--- config.mk ---
export PLATFORM = sky130hd
export DESIGN_NAME = three_axis_rate_pid_flat
export DESIGN_NICKNAME = d
export VERILOG_FILES = /design/src/rtl/trp_pkg.sv /design/src/rtl/trp_req_if.sv /design/src/rtl/trp_rsp_if.sv /design/src/rtl/three_axis_rate_pid.sv /design/src/rtl/trp_lane.sv /design/src/rtl/trp_merge.sv /design/src/flat_wrapper.sv
export SDC_FILE = /design/constraint.sdc
export NUM_CORES = 2
export LEC_CHECK = 0
export BUFFER_PORTS_ARGS = -buffer_cell sky130_fd_sc_hd__buf_4
export CAP_MARGIN = 20
export CORE_UTILIZATION = 48
export DETAILED_ROUTE_END_ITERATION = 12
export GPL_TIMING_DRIVEN = 0
export PLACE_DENSITY = 0.68
export SYNTH_ARGS = -nofsm -noshare
export SYNTH_HDL_FRONTEND = slang
export SYNTH_SLANG_ARGS = --single-unit
--- constraint.sdc ---
create_clock -name i_clk -period 23.7 [get_ports i_clk]
set_input_delay 3.555 -clock i_clk [delete_from_list [all_inputs] [get_ports i_clk]]
set_output_delay 3.555 -clock i_clk [all_outputs]
set_load 0.05 [all_outputs]
--- src/rtl/trp_pkg.sv ---
// shared types and constants of the three-axis rate pid controller
// no dependencies; imported by every module of the block
package trp_pkg;

    localparam int AXES      = 3;
    localparam int CFG_IDX_W = 2;
    localparam int CFG_W     = 48;
    localparam int INTEG_W   = 23;

    localparam logic [CFG_IDX_W-1:0] CFG_GAINS_X = 2'd0;
    localparam logic [CFG_IDX_W-1:0] CFG_GAINS_Y = 2'd1;
    localparam logic [CFG_IDX_W-1:0] CFG_GAINS_Z = 2'd2;

    localparam logic signed [15:0] GYRO_LIMIT  = 16'sd8000;
    localparam logic signed [31:0] INTEG_LIMIT = 32'sd2097152;
    localparam logic signed [15:0] DRIVE_LIMIT = 16'sd500;
    localparam int DT_SHIFT = 11;

    typedef struct packed {
        logic [15:0] kd;
        logic [15:0] ki;
        logic [15:0] kp;
    } t_gains;

    typedef struct packed {
        logic start;
        logic clear;
        logic ack;
    } t_lane_ctl;

    typedef struct packed {
        logic              done;
        logic signed [9:0] drive;
    } t_lane_sts;

endpackage

--- src/rtl/trp_req_if.sv ---
// request channel of the rate pid controller: setpoints, gyro rates, timestamp
// valid/ready handshake; no dependencies
interface trp_req_if;
    logic               valid;
    logic               ready;
    logic signed [15:0] setpoint_x;
    logic signed [15:0] setpoint_y;
    logic signed [15:0] setpoint_z;
    logic signed [15:0] gyro_x;
    logic signed [15:0] gyro_y;
    logic signed [15:0] gyro_z;
    logic [31:0]        current_time_us;
    logic               clear_state;

    modport source (
        output valid, setpoint_x, setpoint_y, setpoint_z,
        output gyro_x, gyro_y, gyro_z, current_time_us, clear_state,
        input  ready
    );
    modport sink (
        input  valid, setpoint_x, setpoint_y, setpoint_z,
        input  gyro_x, gyro_y, gyro_z, current_time_us, clear_state,
        output ready
    );
endinterface

--- src/rtl/trp_rsp_if.sv ---
// response channel of the rate pid controller: three clamped axis drives
// valid/ready handshake; no dependencies
interface trp_rsp_if;
    logic              valid;
    logic              ready;
    logic signed [9:0] drive_x;
    logic signed [9:0] drive_y;
    logic signed [9:0] drive_z;

    modport source (output valid, drive_x, drive_y, drive_z, input ready);
    modport sink (input valid, drive_x, drive_y, drive_z, output ready);
endinterface

--- src/rtl/three_axis_rate_pid.sv ---
// three-axis rate pid controller, top level
// response valid once all lanes are done and the merge stage registers their drives
// one request in flight at a time, as each lane's single multiplier steps through
// its four products; a new request is taken while a response waits
// reset clears gains, last timestamp, integrators and error histories at once
// uses trp_pkg, trp_req_if, trp_rsp_if, trp_lane and trp_merge
module three_axis_rate_pid
    import trp_pkg::*;
(
    input  logic                 i_clk,
    input  logic                 i_rst_n,
    input  logic                 i_cfg_we,
    input  logic [CFG_IDX_W-1:0] i_cfg_idx,
    input  logic [CFG_W-1:0]     i_cfg_data,
    trp_req_if.sink              i_req,
    trp_rsp_if.source            o_rsp
);

    logic               r_busy;
    logic [31:0]        r_last_time;
    t_gains             r_gains [AXES];

    logic               accept;
    logic               ack;
    logic [31:0]        dt;
    t_lane_ctl          lane_ctl;
    t_lane_sts [AXES-1:0] lane_sts;
    logic signed [15:0] sp_arr   [AXES];
    logic signed [15:0] gyro_arr [AXES];

    assign i_req.ready = !r_busy;
    assign accept      = i_req.valid & !r_busy;
    assign dt          = i_req.current_time_us - r_last_time;

    assign lane_ctl.start = accept;
    assign lane_ctl.clear = i_req.clear_state;
    assign lane_ctl.ack   = ack;

    assign sp_arr[0]   = i_req.setpoint_x;
    assign sp_arr[1]   = i_req.setpoint_y;
    assign sp_arr[2]   = i_req.setpoint_z;
    assign gyro_arr[0] = i_req.gyro_x;
    assign gyro_arr[1] = i_req.gyro_y;
    assign gyro_arr[2] = i_req.gyro_z;

    always_ff @(posedge i_clk) begin
        if (!i_rst_n) begin
            r_busy      <= 1'b0;
            r_last_time <= '0;
            r_gains[0]  <= '0;
            r_gains[1]  <= '0;
            r_gains[2]  <= '0;
        end else begin
            if (accept) begin
                r_busy      <= 1'b1;
                r_last_time <= i_req.current_time_us;
            end else if (ack) begin
                r_busy <= 1'b0;
            end
            if (i_cfg_we) begin
                case (i_cfg_idx)
                    CFG_GAINS_X: r_gains[0] <= i_cfg_data;
                    CFG_GAINS_Y: r_gains[1] <= i_cfg_data;
                    CFG_GAINS_Z: r_gains[2] <= i_cfg_data;
                    default: ;
                endcase
            end
        end
    end

    for (genvar a = 0; a < AXES; a++) begin : g_lane
        trp_lane u_lane (
            .i_clk      (i_clk),
            .i_rst_n    (i_rst_n),
            .i_ctl      (lane_ctl),
            .i_setpoint (sp_arr[a]),
            .i_gyro     (gyro_arr[a]),
            .i_dt       (dt),
            .i_gains    (r_gains[a]),
            .o_sts      (lane_sts[a])
        );
    end

    trp_merge u_merge (
        .i_clk   (i_clk),
        .i_rst_n (i_rst_n),
        .i_sts   (lane_sts),
        .o_ack   (ack),
        .o_rsp   (o_rsp)
    );

`ifndef ASSERT_OFF
    a_ack_busy: assert property (@(posedge i_clk) disable iff (!i_rst_n)
        ack |-> r_busy)
        else $error("lane results merged with no request in flight");
    a_no_early_ack: assert property (@(posedge i_clk) disable iff (!i_rst_n)
        accept |=> !ack)
        else $error("lanes finished one cycle after the request");
`endif

endmodule

--- src/rtl/trp_lane.sv ---
// one axis of the rate pid controller: error, integrator, derivative history
// and a shared multiplier stepped over four products; uses trp_pkg
module trp_lane
    import trp_pkg::*;
(
    input  logic               i_clk,
    input  logic               i_rst_n,
    input  t_lane_ctl          i_ctl,
    input  logic signed [15:0] i_setpoint,
    input  logic signed [15:0] i_gyro,
    input  logic [31:0]        i_dt,
    input  t_gains             i_gains,
    output t_lane_sts          o_sts
);

    typedef enum logic [2:0] {
        S_IDLE, S_ERR, S_MDT, S_MKI, S_MKP, S_MKD, S_SUM, S_DONE
    } t_state;

    t_state                     r_state;
    logic signed [15:0]         r_sp;
    logic signed [15:0]         r_gyro;
    logic [31:0]                r_dt;
    logic signed [15:0]         r_prior;
    logic signed [INTEG_W-1:0]  r_integ;
    logic signed [16:0]         r_dp1;
    logic signed [16:0]         r_dp2;
    logic signed [15:0]         r_e;
    logic signed [18:0]         r_dsum;
    logic signed [31:0]         r_prod;
    logic signed [15:0]         r_p;
    logic signed [9:0]          r_drive;

    logic signed [15:0] g;
    logic signed [16:0] diff;
    logic signed [15:0] e;
    logic signed [16:0] d0;
    logic signed [18:0] dsum;
    logic signed [31:0] mul_a;
    logic signed [16:0] mul_b;
    logic signed [48:0] prod_full;
    logic signed [31:0] integ_sum;
    logic signed [31:0] integ_clamped;
    logic signed [15:0] sum16;

    always_comb begin
        if (r_gyro > GYRO_LIMIT) begin
            g = GYRO_LIMIT;
        end else if (r_gyro < -GYRO_LIMIT) begin
            g = -GYRO_LIMIT;
        end else begin
            g = r_gyro;
        end
        diff = {r_sp[15], r_sp} - {g[15], g};
        e    = diff[15:0];
        d0   = {e[15], e} - {r_prior[15], r_prior};
        dsum = {{2{d0[16]}}, d0} + {{2{r_dp1[16]}}, r_dp1} + {{2{r_dp2[16]}}, r_dp2};

        case (r_state)
            S_MDT: begin
                mul_a = $signed(r_dt);
                mul_b = {r_e[15], r_e};
            end
            S_MKI: begin
                mul_a = r_prod >>> DT_SHIFT;
                mul_b = $signed({1'b0, i_gains.ki});
            end
            S_MKP: begin
                mul_a = {{16{r_e[15]}}, r_e};
                mul_b = $signed({1'b0, i_gains.kp});
            end
            S_MKD: begin
                mul_a = {{13{r_dsum[18]}}, r_dsum};
                mul_b = $signed({1'b0, i_gains.kd});
            end
            default: begin
                mul_a = '0;
                mul_b = '0;
            end
        endcase
        prod_full = mul_a * mul_b;

        integ_sum = {{(32-INTEG_W){r_integ[INTEG_W-1]}}, r_integ} + r_prod;
        if (integ_sum > INTEG_LIMIT) begin
            integ_clamped = INTEG_LIMIT;
        end else if (integ_sum < -INTEG_LIMIT) begin
            integ_clamped = -INTEG_LIMIT;
        end else begin
            integ_clamped = integ_sum;
        end

        sum16 = r_p + r_prod[23:8]
              + {{6{r_integ[INTEG_W-1]}}, r_integ[INTEG_W-1:13]};
    end

    always_ff @(posedge i_clk) begin
        if (!i_rst_n) begin
            r_state <= S_IDLE;
            r_prior <= '0;
            r_integ <= '0;
            r_dp1   <= '0;
            r_dp2   <= '0;
        end else begin
            case (r_state)
                S_IDLE: begin
                    if (i_ctl.start) begin
                        r_sp    <= i_setpoint;
                        r_gyro  <= i_gyro;
                        r_dt    <= i_dt;
                        r_state <= S_ERR;
                        if (i_ctl.clear) begin
                            r_prior <= '0;
                            r_integ <= '0;
                            r_dp1   <= '0;
                            r_dp2   <= '0;
                        end
                    end
                end
                S_ERR: begin
                    r_e     <= e;
                    r_dsum  <= dsum;
                    r_prior <= e;
                    r_dp2   <= r_dp1;
                    r_dp1   <= d0;
                    r_state <= S_MDT;
                end
                S_MDT: begin
                    r_prod  <= prod_full[31:0];
                    r_state <= S_MKI;
                end
                S_MKI: begin
                    r_prod  <= prod_full[31:0];
                    r_state <= S_MKP;
                end
                S_MKP: begin
                    r_integ <= integ_clamped[INTEG_W-1:0];
                    r_prod  <= prod_full[31:0];
                    r_state <= S_MKD;
                end
                S_MKD: begin
                    r_p     <= r_prod[23:8];
                    r_prod  <= prod_full[31:0];
                    r_state <= S_SUM;
                end
                S_SUM: begin
                    if (sum16 > DRIVE_LIMIT) begin
                        r_drive <= DRIVE_LIMIT[9:0];
                    end else if (sum16 < -DRIVE_LIMIT) begin
                        r_drive <= 10'(-DRIVE_LIMIT);
                    end else begin
                        r_drive <= sum16[9:0];
                    end
                    r_state <= S_DONE;
                end
                S_DONE: begin
                    if (i_ctl.ack) begin
                        r_state <= S_IDLE;
                    end
                end
                default: begin
                    r_state <= S_IDLE;
                end
            endcase
        end
    end

    assign o_sts.done  = (r_state == S_DONE);
    assign o_sts.drive = r_drive;

`ifndef ASSERT_OFF
    a_start_idle: assert property (@(posedge i_clk) disable iff (!i_rst_n)
        i_ctl.start |-> r_state == S_IDLE)
        else $error("lane started while busy");
    a_ack_done: assert property (@(posedge i_clk) disable iff (!i_rst_n)
        i_ctl.ack |-> r_state == S_DONE)
        else $error("lane acknowledged before its result");
    a_integ_range: assert property (@(posedge i_clk) disable iff (!i_rst_n)
        r_state == S_DONE |-> (r_integ <= 23'sd2097152 && r_integ >= -23'sd2097152))
        else $error("integrator outside its limit");
`endif

endmodule

--- src/rtl/trp_merge.sv ---
// merging stage: collects the three lane drives into the response register
// uses trp_pkg and trp_rsp_if
module trp_merge
    import trp_pkg::*;
(
    input  logic                  i_clk,
    input  logic                  i_rst_n,
    input  t_lane_sts [AXES-1:0]  i_sts,
    output logic                  o_ack,
    trp_rsp_if.source             o_rsp
);

    logic              r_valid;
    logic signed [9:0] r_drive_x;
    logic signed [9:0] r_drive_y;
    logic signed [9:0] r_drive_z;
    logic              all_done;

    assign all_done = i_sts[0].done & i_sts[1].done & i_sts[2].done;
    assign o_ack    = all_done & (!r_valid | o_rsp.ready);

    always_ff @(posedge i_clk) begin
        if (!i_rst_n) begin
            r_valid <= 1'b0;
        end else begin
            if (o_ack) begin
                r_valid   <= 1'b1;
                r_drive_x <= i_sts[0].drive;
                r_drive_y <= i_sts[1].drive;
                r_drive_z <= i_sts[2].drive;
            end else if (o_rsp.ready) begin
                r_valid <= 1'b0;
            end
        end
    end

    assign o_rsp.valid   = r_valid;
    assign o_rsp.drive_x = r_drive_x;
    assign o_rsp.drive_y = r_drive_y;
    assign o_rsp.drive_z = r_drive_z;

endmodule

--- src/flat_wrapper.sv ---
// flat-port wrapper written by rule: the top's interface ports become plain ports
module three_axis_rate_pid_flat import trp_pkg::*;
  (i_clk, i_rst_n, i_cfg_we, i_cfg_idx, i_cfg_data, i_req_valid, i_req_setpoint_x, i_req_setpoint_y, i_req_setpoint_z, i_req_gyro_x, i_req_gyro_y, i_req_gyro_z, i_req_current_time_us, i_req_clear_state, i_req_ready, o_rsp_valid, o_rsp_drive_x, o_rsp_drive_y, o_rsp_drive_z, o_rsp_ready);
  trp_req_if i_req_i ();
  trp_rsp_if o_rsp_i ();
  input  logic i_clk;
  input  logic i_rst_n;
  input  logic i_cfg_we;
  input  logic [CFG_IDX_W-1:0] i_cfg_idx;
  input  logic [CFG_W-1:0] i_cfg_data;
  input wire logic [$bits(i_req_i.valid)-1:0] i_req_valid;
  input wire logic [$bits(i_req_i.setpoint_x)-1:0] i_req_setpoint_x;
  input wire logic [$bits(i_req_i.setpoint_y)-1:0] i_req_setpoint_y;
  input wire logic [$bits(i_req_i.setpoint_z)-1:0] i_req_setpoint_z;
  input wire logic [$bits(i_req_i.gyro_x)-1:0] i_req_gyro_x;
  input wire logic [$bits(i_req_i.gyro_y)-1:0] i_req_gyro_y;
  input wire logic [$bits(i_req_i.gyro_z)-1:0] i_req_gyro_z;
  input wire logic [$bits(i_req_i.current_time_us)-1:0] i_req_current_time_us;
  input wire logic [$bits(i_req_i.clear_state)-1:0] i_req_clear_state;
  output wire logic [$bits(i_req_i.ready)-1:0] i_req_ready;
  output wire logic [$bits(o_rsp_i.valid)-1:0] o_rsp_valid;
  output wire logic [$bits(o_rsp_i.drive_x)-1:0] o_rsp_drive_x;
  output wire logic [$bits(o_rsp_i.drive_y)-1:0] o_rsp_drive_y;
  output wire logic [$bits(o_rsp_i.drive_z)-1:0] o_rsp_drive_z;
  input wire logic [$bits(o_rsp_i.ready)-1:0] o_rsp_ready;
  assign i_req_i.valid = i_req_valid;
  assign i_req_i.setpoint_x = i_req_setpoint_x;
  assign i_req_i.setpoint_y = i_req_setpoint_y;
  assign i_req_i.setpoint_z = i_req_setpoint_z;
  assign i_req_i.gyro_x = i_req_gyro_x;
  assign i_req_i.gyro_y = i_req_gyro_y;
  assign i_req_i.gyro_z = i_req_gyro_z;
  assign i_req_i.current_time_us = i_req_current_time_us;
  assign i_req_i.clear_state = i_req_clear_state;
  assign i_req_ready = i_req_i.ready;
  assign o_rsp_valid = o_rsp_i.valid;
  assign o_rsp_drive_x = o_rsp_i.drive_x;
  assign o_rsp_drive_y = o_rsp_i.drive_y;
  assign o_rsp_drive_z = o_rsp_i.drive_z;
  assign o_rsp_i.ready = o_rsp_ready;
  three_axis_rate_pid u_core (.i_clk(i_clk), .i_rst_n(i_rst_n), .i_cfg_we(i_cfg_we), .i_cfg_idx(i_cfg_idx), .i_cfg_data(i_cfg_data), .i_req(i_req_i), .o_rsp(o_rsp_i));
endmodule
---- Yosys cells after proc, flatten, opt, wreduce, memory -nomap -nowiden ----
Memories as Yosys holds them, arrays and structs flattened.
Index checks and enable logic that the tools add are counted.
word-level totals
  bits in registers ....................... 763
  RAM bits ................................ 144
  output and inout port bits .............. 32
  memories ................................ 1
memories
  memory          words  bits a word  read ports  clocked after memory_dff  wr ports  RTL line                   text
  u_core.r_gains  3      48           3           0                         3         three_axis_rate_pid.sv:21  t_gains r_gains [AXES];
operators by class
  add/subtract/negate cells ............... 22
  multipliers ............................. 3
  $lt $le $gt $ge ......................... 18
  equal/unequal tests ..................... 32
  muxes and demuxes ....................... 64
  bitwise operators ....................... 8
  reduce and logical (&&, ||, !) cells .... 45
operators by type and width
  kind                  number
  $pmux 32 s4           3
  $pmux 17 s2           6
  $pmux 17 s4           3
  $mux 23               8
  $mux 48               3
  $pmux 23 s2           3
  $mux 16               8
  $add 16x16->16        6
  $add 32x32->32        3
  $gt 32x23->1 const B  3
  $lt 32x22->1 const B  3
  $mul 32x17->32        3
  $pmux 16 s2           3
  $pmux 3 s8            3
  $add 18x17->19        3
  $add 17x17->18        3
  $sub 16x16->17        3
  $gt 16x10->1 const B  3
  $gt 16x14->1 const B  3
  $lt 16x10->1 const B  3
  $lt 16x14->1 const B  3
  $sub 16x16->16        3
  $eq 3x3->1 const B    12
  $mux 17               2
  20 further kinds      96

---- Logic depth before layout (Yosys ltp) ----
  depth in word-level cells ............... 7
  depth in mapped cells ................... 35
  mapped depth without buffers ............ 34

---- Modules after synthesis ----
A second synthesis with hierarchy kept.
unflattened totals
  cell total of the unflattened synthesis .. 8584
  area total of the unflattened synthesis .. 85878.6 um^2
by module, submodules not included
  module                               times used  cells each  area an instance (um^2)  sequential area each (um^2)
  trp_lane at u_core.g_lane[0].u_lane  1           2655        25732.2                  6236.0
  trp_lane at u_core.g_lane[1].u_lane  1           2640        25660.9                  6236.0
  trp_lane at u_core.g_lane[2].u_lane  1           2611        25618.3                  6236.0
  three_axis_rate_pid                  1           641         7888.8                   4984.8
  trp_merge                            1           37          978.4                    920.9

---- Least setup slack after synthesis ----
OpenSTA, ideal clock, no wires.
  path kind ............................... input port to flip-flop
  from .................................... input i_rst_n
  to ...................................... register u_core.g_lane[1].u_lane.r_dt[0] (enable)
  setup time .............................. 644 ps
  data arrival time ....................... 10181 ps
  data required time ...................... 23056 ps
  slack ................................... 12875 ps
  cell stages on the path ................. 4
  cells stage by stage .................... clkbuf_1 -> clkbuf_1 -> nand2_1 -> nor4_1
between the ends
  longest elaborated chain between the ends .. 1
RTL lines
  item                               RTL line           text
  from (decl)                        flat_wrapper.sv:7  input logic i_rst_n;
  $reduce_and 3->1 (no source line)  --
  to (signal assigned)               trp_lane.sv:109    r_dt <= i_dt;
  to (decl)                          trp_lane.sv:23     logic [31:0] r_dt;
Every way passes these cells.
A chain may end at the register's enable or synchronous reset.

---- Worst setup path in the final report ----
  from .................................... register u_core.g_lane[0].u_lane.r_state[2]
  to ...................................... register u_core.g_lane[0].u_lane.r_prod[31] (data pin)
between the ends
  longest elaborated chain between the ends .. 3
  elaborated cells between the ends (all ways) .. 7
  classes of those cells .................. 1 x mul; 4 x eq/ne; 2 x mux
RTL lines
  item                                             RTL line         text
  from (decl)                                      trp_lane.sv:20   t_state r_state;
  from (signal assigned)                           trp_lane.sv:98   r_state <= S_IDLE;
  from (signal assigned)                           trp_lane.sv:110  r_state <= S_ERR;
  from (signal assigned)                           trp_lane.sv:125  r_state <= S_MDT;
  $eq 3x3->1 or $eq 3x2->1 (tied branches)         trp_lane.sv:59   case (r_state)
  $pmux 32 s4 or $pmux 17 s4 (tied branches)       trp_lane.sv:59
  $mul 32x17->32 (*)                               trp_lane.sv:81   prod_full = mul_a * mul_b;
  named net u_core.g_lane[0].u_lane.prod_full[31]  trp_lane.sv:41   logic signed [48:0] prod_full;
  to (signal assigned)                             trp_lane.sv:128  r_prod <= prod_full[31:0];
  to (signal assigned)                             trp_lane.sv:132  r_prod <= prod_full[31:0];
  to (signal assigned)                             trp_lane.sv:137  r_prod <= prod_full[31:0];
  to (decl)                                        trp_lane.sv:30   logic signed [31:0] r_prod;
The timed path passes the listed nets; every way through them passes the cells marked *.

==> run summary <==
GRT Total Usage -> 29.81%
count of flip-flops with a built-in enable after synthesis -> 645
Layout Utilization -> 54.02%
min cycle time layout -> 11.96 ns
area of the die -> 178400 um^2
post-route setup TNS -> 0 ns
Detail Route Antenna Nets -> 0
First-pass DRT Iterations -> 6
Ports -> 216
clock root buffer -> clkbuf_16
unrepaired setup endpoints after global routing -> no
Setup CP Type -> reg -> reg
Cells after Synth -> 8585
outcome -> complete, but fails checks
Seq/Total Area, Yosys -> 29.02%
Worst Path Arrival -> 12.46 ns
layout cells sized above 1 -> 6.822%
CTS clk-pin slew, worst paths -> 0.06 ns
htree depth -> 3
setup bufs post-CTS -> 0
syn_nets -> 10430
DIE WIDTH -> 422.3 um
CTS tree -> built
dpl ws -> 12.11 ns
synth unique cells -> 85
clock buffer depth -> 3
Max-Cap Viols -> 0
final wirelength -> 265300 um
gr ovfl total -> 0
core area -> 174600 um^2
row count -> 153
Clock Skew -> 0.07159 ns
synthesis warning total -> 0
critical path capture point type -> register
Finished Layout Cells -> 11450
Die Y-Extent -> 422.3 um
Final Hold Vio Count -> 0
detailed-placement wirelength estimate -> 217400 um
clk sink count -> 907
post-cts sizing count -> 0
highest clock rate -> 0.08358 GHz
Synth Flop Type -> edfxtp_1
Post-Place Cells -> 11220
max-slew violations -> 6
Nets -> 10860
max incr delay on CP -> 0.98 ns
Max IR drop VDD -> 0.06402 mV
class of the worst hold path -> reg -> reg
PD cells -> 58.67 nW/um^2
most used cell, CP -> fa_1
drt via density -> 5.766
largest net degree at the start of global routing -> 35
FFs w/ async S/R, synth -> 0%
Leak -> 39.75 nW
DR iter-0 viols -> 6089
Tcrit/Tclk final -> 50.48%
vias in the first global route -> 66630
Slew headroom -> -1.221%
Setup WS post-layout -> 11.74 ns
Layout Area Growth over Synthesis -> 11.19%
vias -> 66010
Crit Path Max Fanout -> 10
total CTS buffers -> 106
cell area after synthesis -> 84810 um^2
Worst Hold Path Cells -> 0
failing checks -> max-slew violations
Initial Util -> 48.58%
clock latency at the later pin of the worst-skew pair -> 0.81 ns
cts hold-fix bufs -> 0
CP max-delay cell -> nor3b_1
slew at the pin with the worst max-slew slack -> 1.518 ns
WL/cell -> 23.18 um
first-pass GRT wire length -> 400700 um
count of buffers from port buffering -> 214
Setup Viol. Count Final -> 0
initial antenna violation count -> 23
worst hold margin -> 0.4166 ns
gp weighted congestion -> 1.086
# DRC -> 0
FF+latch count, synth -> 907
r2r worst-path depth -> 30
syn_area_per_cell -> 9.879 um^2
Startpoint Class -> register
Req. time, crit path -> 24.19 ns
[cell usage after synthesis (20+ instances only)]
cell type,count,area [um^2]
or3_1,28,175.2
a31o_2,20,175.2
nor4_1,22,137.6
nand4_1,32,200.2
o211ai_1,31,232.7
a21o_1,108,810.8
a221o_1,75,750.7
xnor2_1,305,2671
dfxtp_1,262,5245
or2_2,23,143.9
o21bai_1,59,442.9
a22o_2,20,200.2
a221oi_1,87,762.0
nor2_1,892,3348
nand2_1,942,3536
fa_1,1069,21400
a211oi_1,32,240.2
xor2_1,118,1033
a21boi_0,25,187.7
a21oi_1,333,1667
edfxtp_1,645,19370
o21ai_0,277,1386
buf_1,35,131.4
clkbuf_1,261,979.7
nor3_1,77,385.4
ha_1,595,7445
inv_1,1289,4838
o21a_1,56,420.4
a22oi_1,37,277.8
nand3_1,80,400.4
nand2b_1,55,344.1
and3_1,38,237.7
and2_1,87,544.3
a22o_1,193,1690
nor2b_1,78,488.0
a31oi_1,29,181.4
[final cells by class]
cell class              instances  area, um^2
clock buffers                 122        2753
repair buffers                317        2496
multi-input cells            6085       54460
clock inverters                79        1018
flip-flops and latches        907       24610
well taps                    2325        2909
fillers                     15480       80280
diodes                         21       52.55
plain buffers                 300        1147
inverters                    1293        4853
[placed cells by master, fill, tap and decap left out, types with 33 or more instances in the layout]
cell type  synthesis  final
and2_1            87     87
a22oi_1           37     37
xor2_1           118    118
inv_1           1289   1289
a221oi_1          87     70
a221o_1           75     75
ha_1             595    595
buf_4              0    274
nand2b_1          55     55
nor2b_1           78     78
o21bai_1          59     59
o21ai_0          277    275
nand2_1          942    942
a22o_1           193    193
a21o_1           108    108
clkbuf_16          0    106
xnor2_1          305    295
o21a_1            56     56
clkbuf_1         261    272
fa_1            1069   1069
and3_1            38     38
nand3_1           80     80
buf_1             35     33
a21oi_1          333    332
nor3_1            77     76
nor2_1           892    889
dfxtp_1          262    262
edfxtp_1         645    645
[state kept, by name, indices dropped and copies added (netlist names)]
| signal | count |
|---|---|
| u_core.g_lane.u_lane.r_dp1 | 51 |
| u_core.g_lane.u_lane.r_dp2 | 51 |
| u_core.g_lane.u_lane.r_drive | 30 |
| u_core.g_lane.u_lane.r_dsum | 57 |
| u_core.g_lane.u_lane.r_dt | 96 |
| u_core.g_lane.u_lane.r_e | 48 |
| u_core.g_lane.u_lane.r_gyro | 48 |
| u_core.g_lane.u_lane.r_integ | 69 |
| u_core.g_lane.u_lane.r_p | 48 |
| u_core.g_lane.u_lane.r_prior | 48 |
| u_core.g_lane.u_lane.r_prod | 96 |
| u_core.g_lane.u_lane.r_sp | 48 |
| u_core.g_lane.u_lane.r_state | 9 |
| u_core.r_busy | 1 |
| u_core.r_gains | 144 |
| u_core.r_last_time | 32 |
| u_core.u_merge.o_rsp.drive_x | 10 |
| u_core.u_merge.o_rsp.drive_y | 10 |
| u_core.u_merge.o_rsp.drive_z | 10 |
| u_core.u_merge.o_rsp.valid | 1 |
[final timing paths]
check                                                                      start                                      endpoint  slack (ns)
worst max-delay path             u_core.g_lane[0].u_lane.r_state[2]$_SDFFE_PN0P_  u_core.g_lane[0].u_lane.r_prod[31]$_DFFE_PP_       11.74
worst min-delay path            u_core.g_lane[1].u_lane.r_drive[3]$_SDFFCE_PP0P_     u_core.u_merge.o_rsp.drive_y[3]$_DFFE_PP_        0.42
worst max register to register   u_core.g_lane[0].u_lane.r_state[2]$_SDFFE_PN0P_  u_core.g_lane[0].u_lane.r_prod[31]$_DFFE_PP_       11.74
worst min register to register  u_core.g_lane[1].u_lane.r_drive[3]$_SDFFCE_PP0P_     u_core.u_merge.o_rsp.drive_y[3]$_DFFE_PP_        0.42
[power breakdown]
part           internal, W  switching (W)  total [W]
clock network      0.00100       0.000746    0.00175
registers          0.00187       0.000102    0.00197
logic             0.000666        0.00115    0.00181
[kinds of logic (layout without fill, tap and decap cells)]
group           count (synthesis)  in the layout  share of synthesized area [%]
simple gates                 2439           2439                          12.55
fa+ha+maj                    1664           1664                          34.01
buf+inv                      1593           2111                          7.071
compound gates               1545           1545                          12.80
flops                         907            907                          29.02
xor+xnor                      424            424                          4.395
mux                            13             13                         0.1579
other cells                     0             21                              0
[through the flow]
step / power, W / area (um^2)
final: 0.005533 / 94300
after global routing: 0.005787 / 94270
after CTS: 0.005522 / 94200
after detailed placement: 0.003765 / 90430
after global placement: 0.003701 / 89330
after floorplan: 0.003156 / 84810
[critical path, delay by kind of cell, from the launching register on]
kind / cells / cell delay [ns]
buf+inv: 9 / 3.05
fa+ha+maj: 7 / 3.26
simple gates: 4 / 1.84
compound gates: 9 / 3.07
flops: 1 / 0.32
xor+xnor: 1 / 0.13
[routing by layer]
layer / vias to the layer above / global-route usage [%] / wire length (um)
li1: 29520 / - / -
met1: 32680 / 36.56 / 100000
met2: 3043 / 46.40 / 119000
met3: 760 / 7.534 / 25810
met4: 10 / 20.06 / 20400
met5: - / 0 / 69
Power figures use the tool's default switching activity.
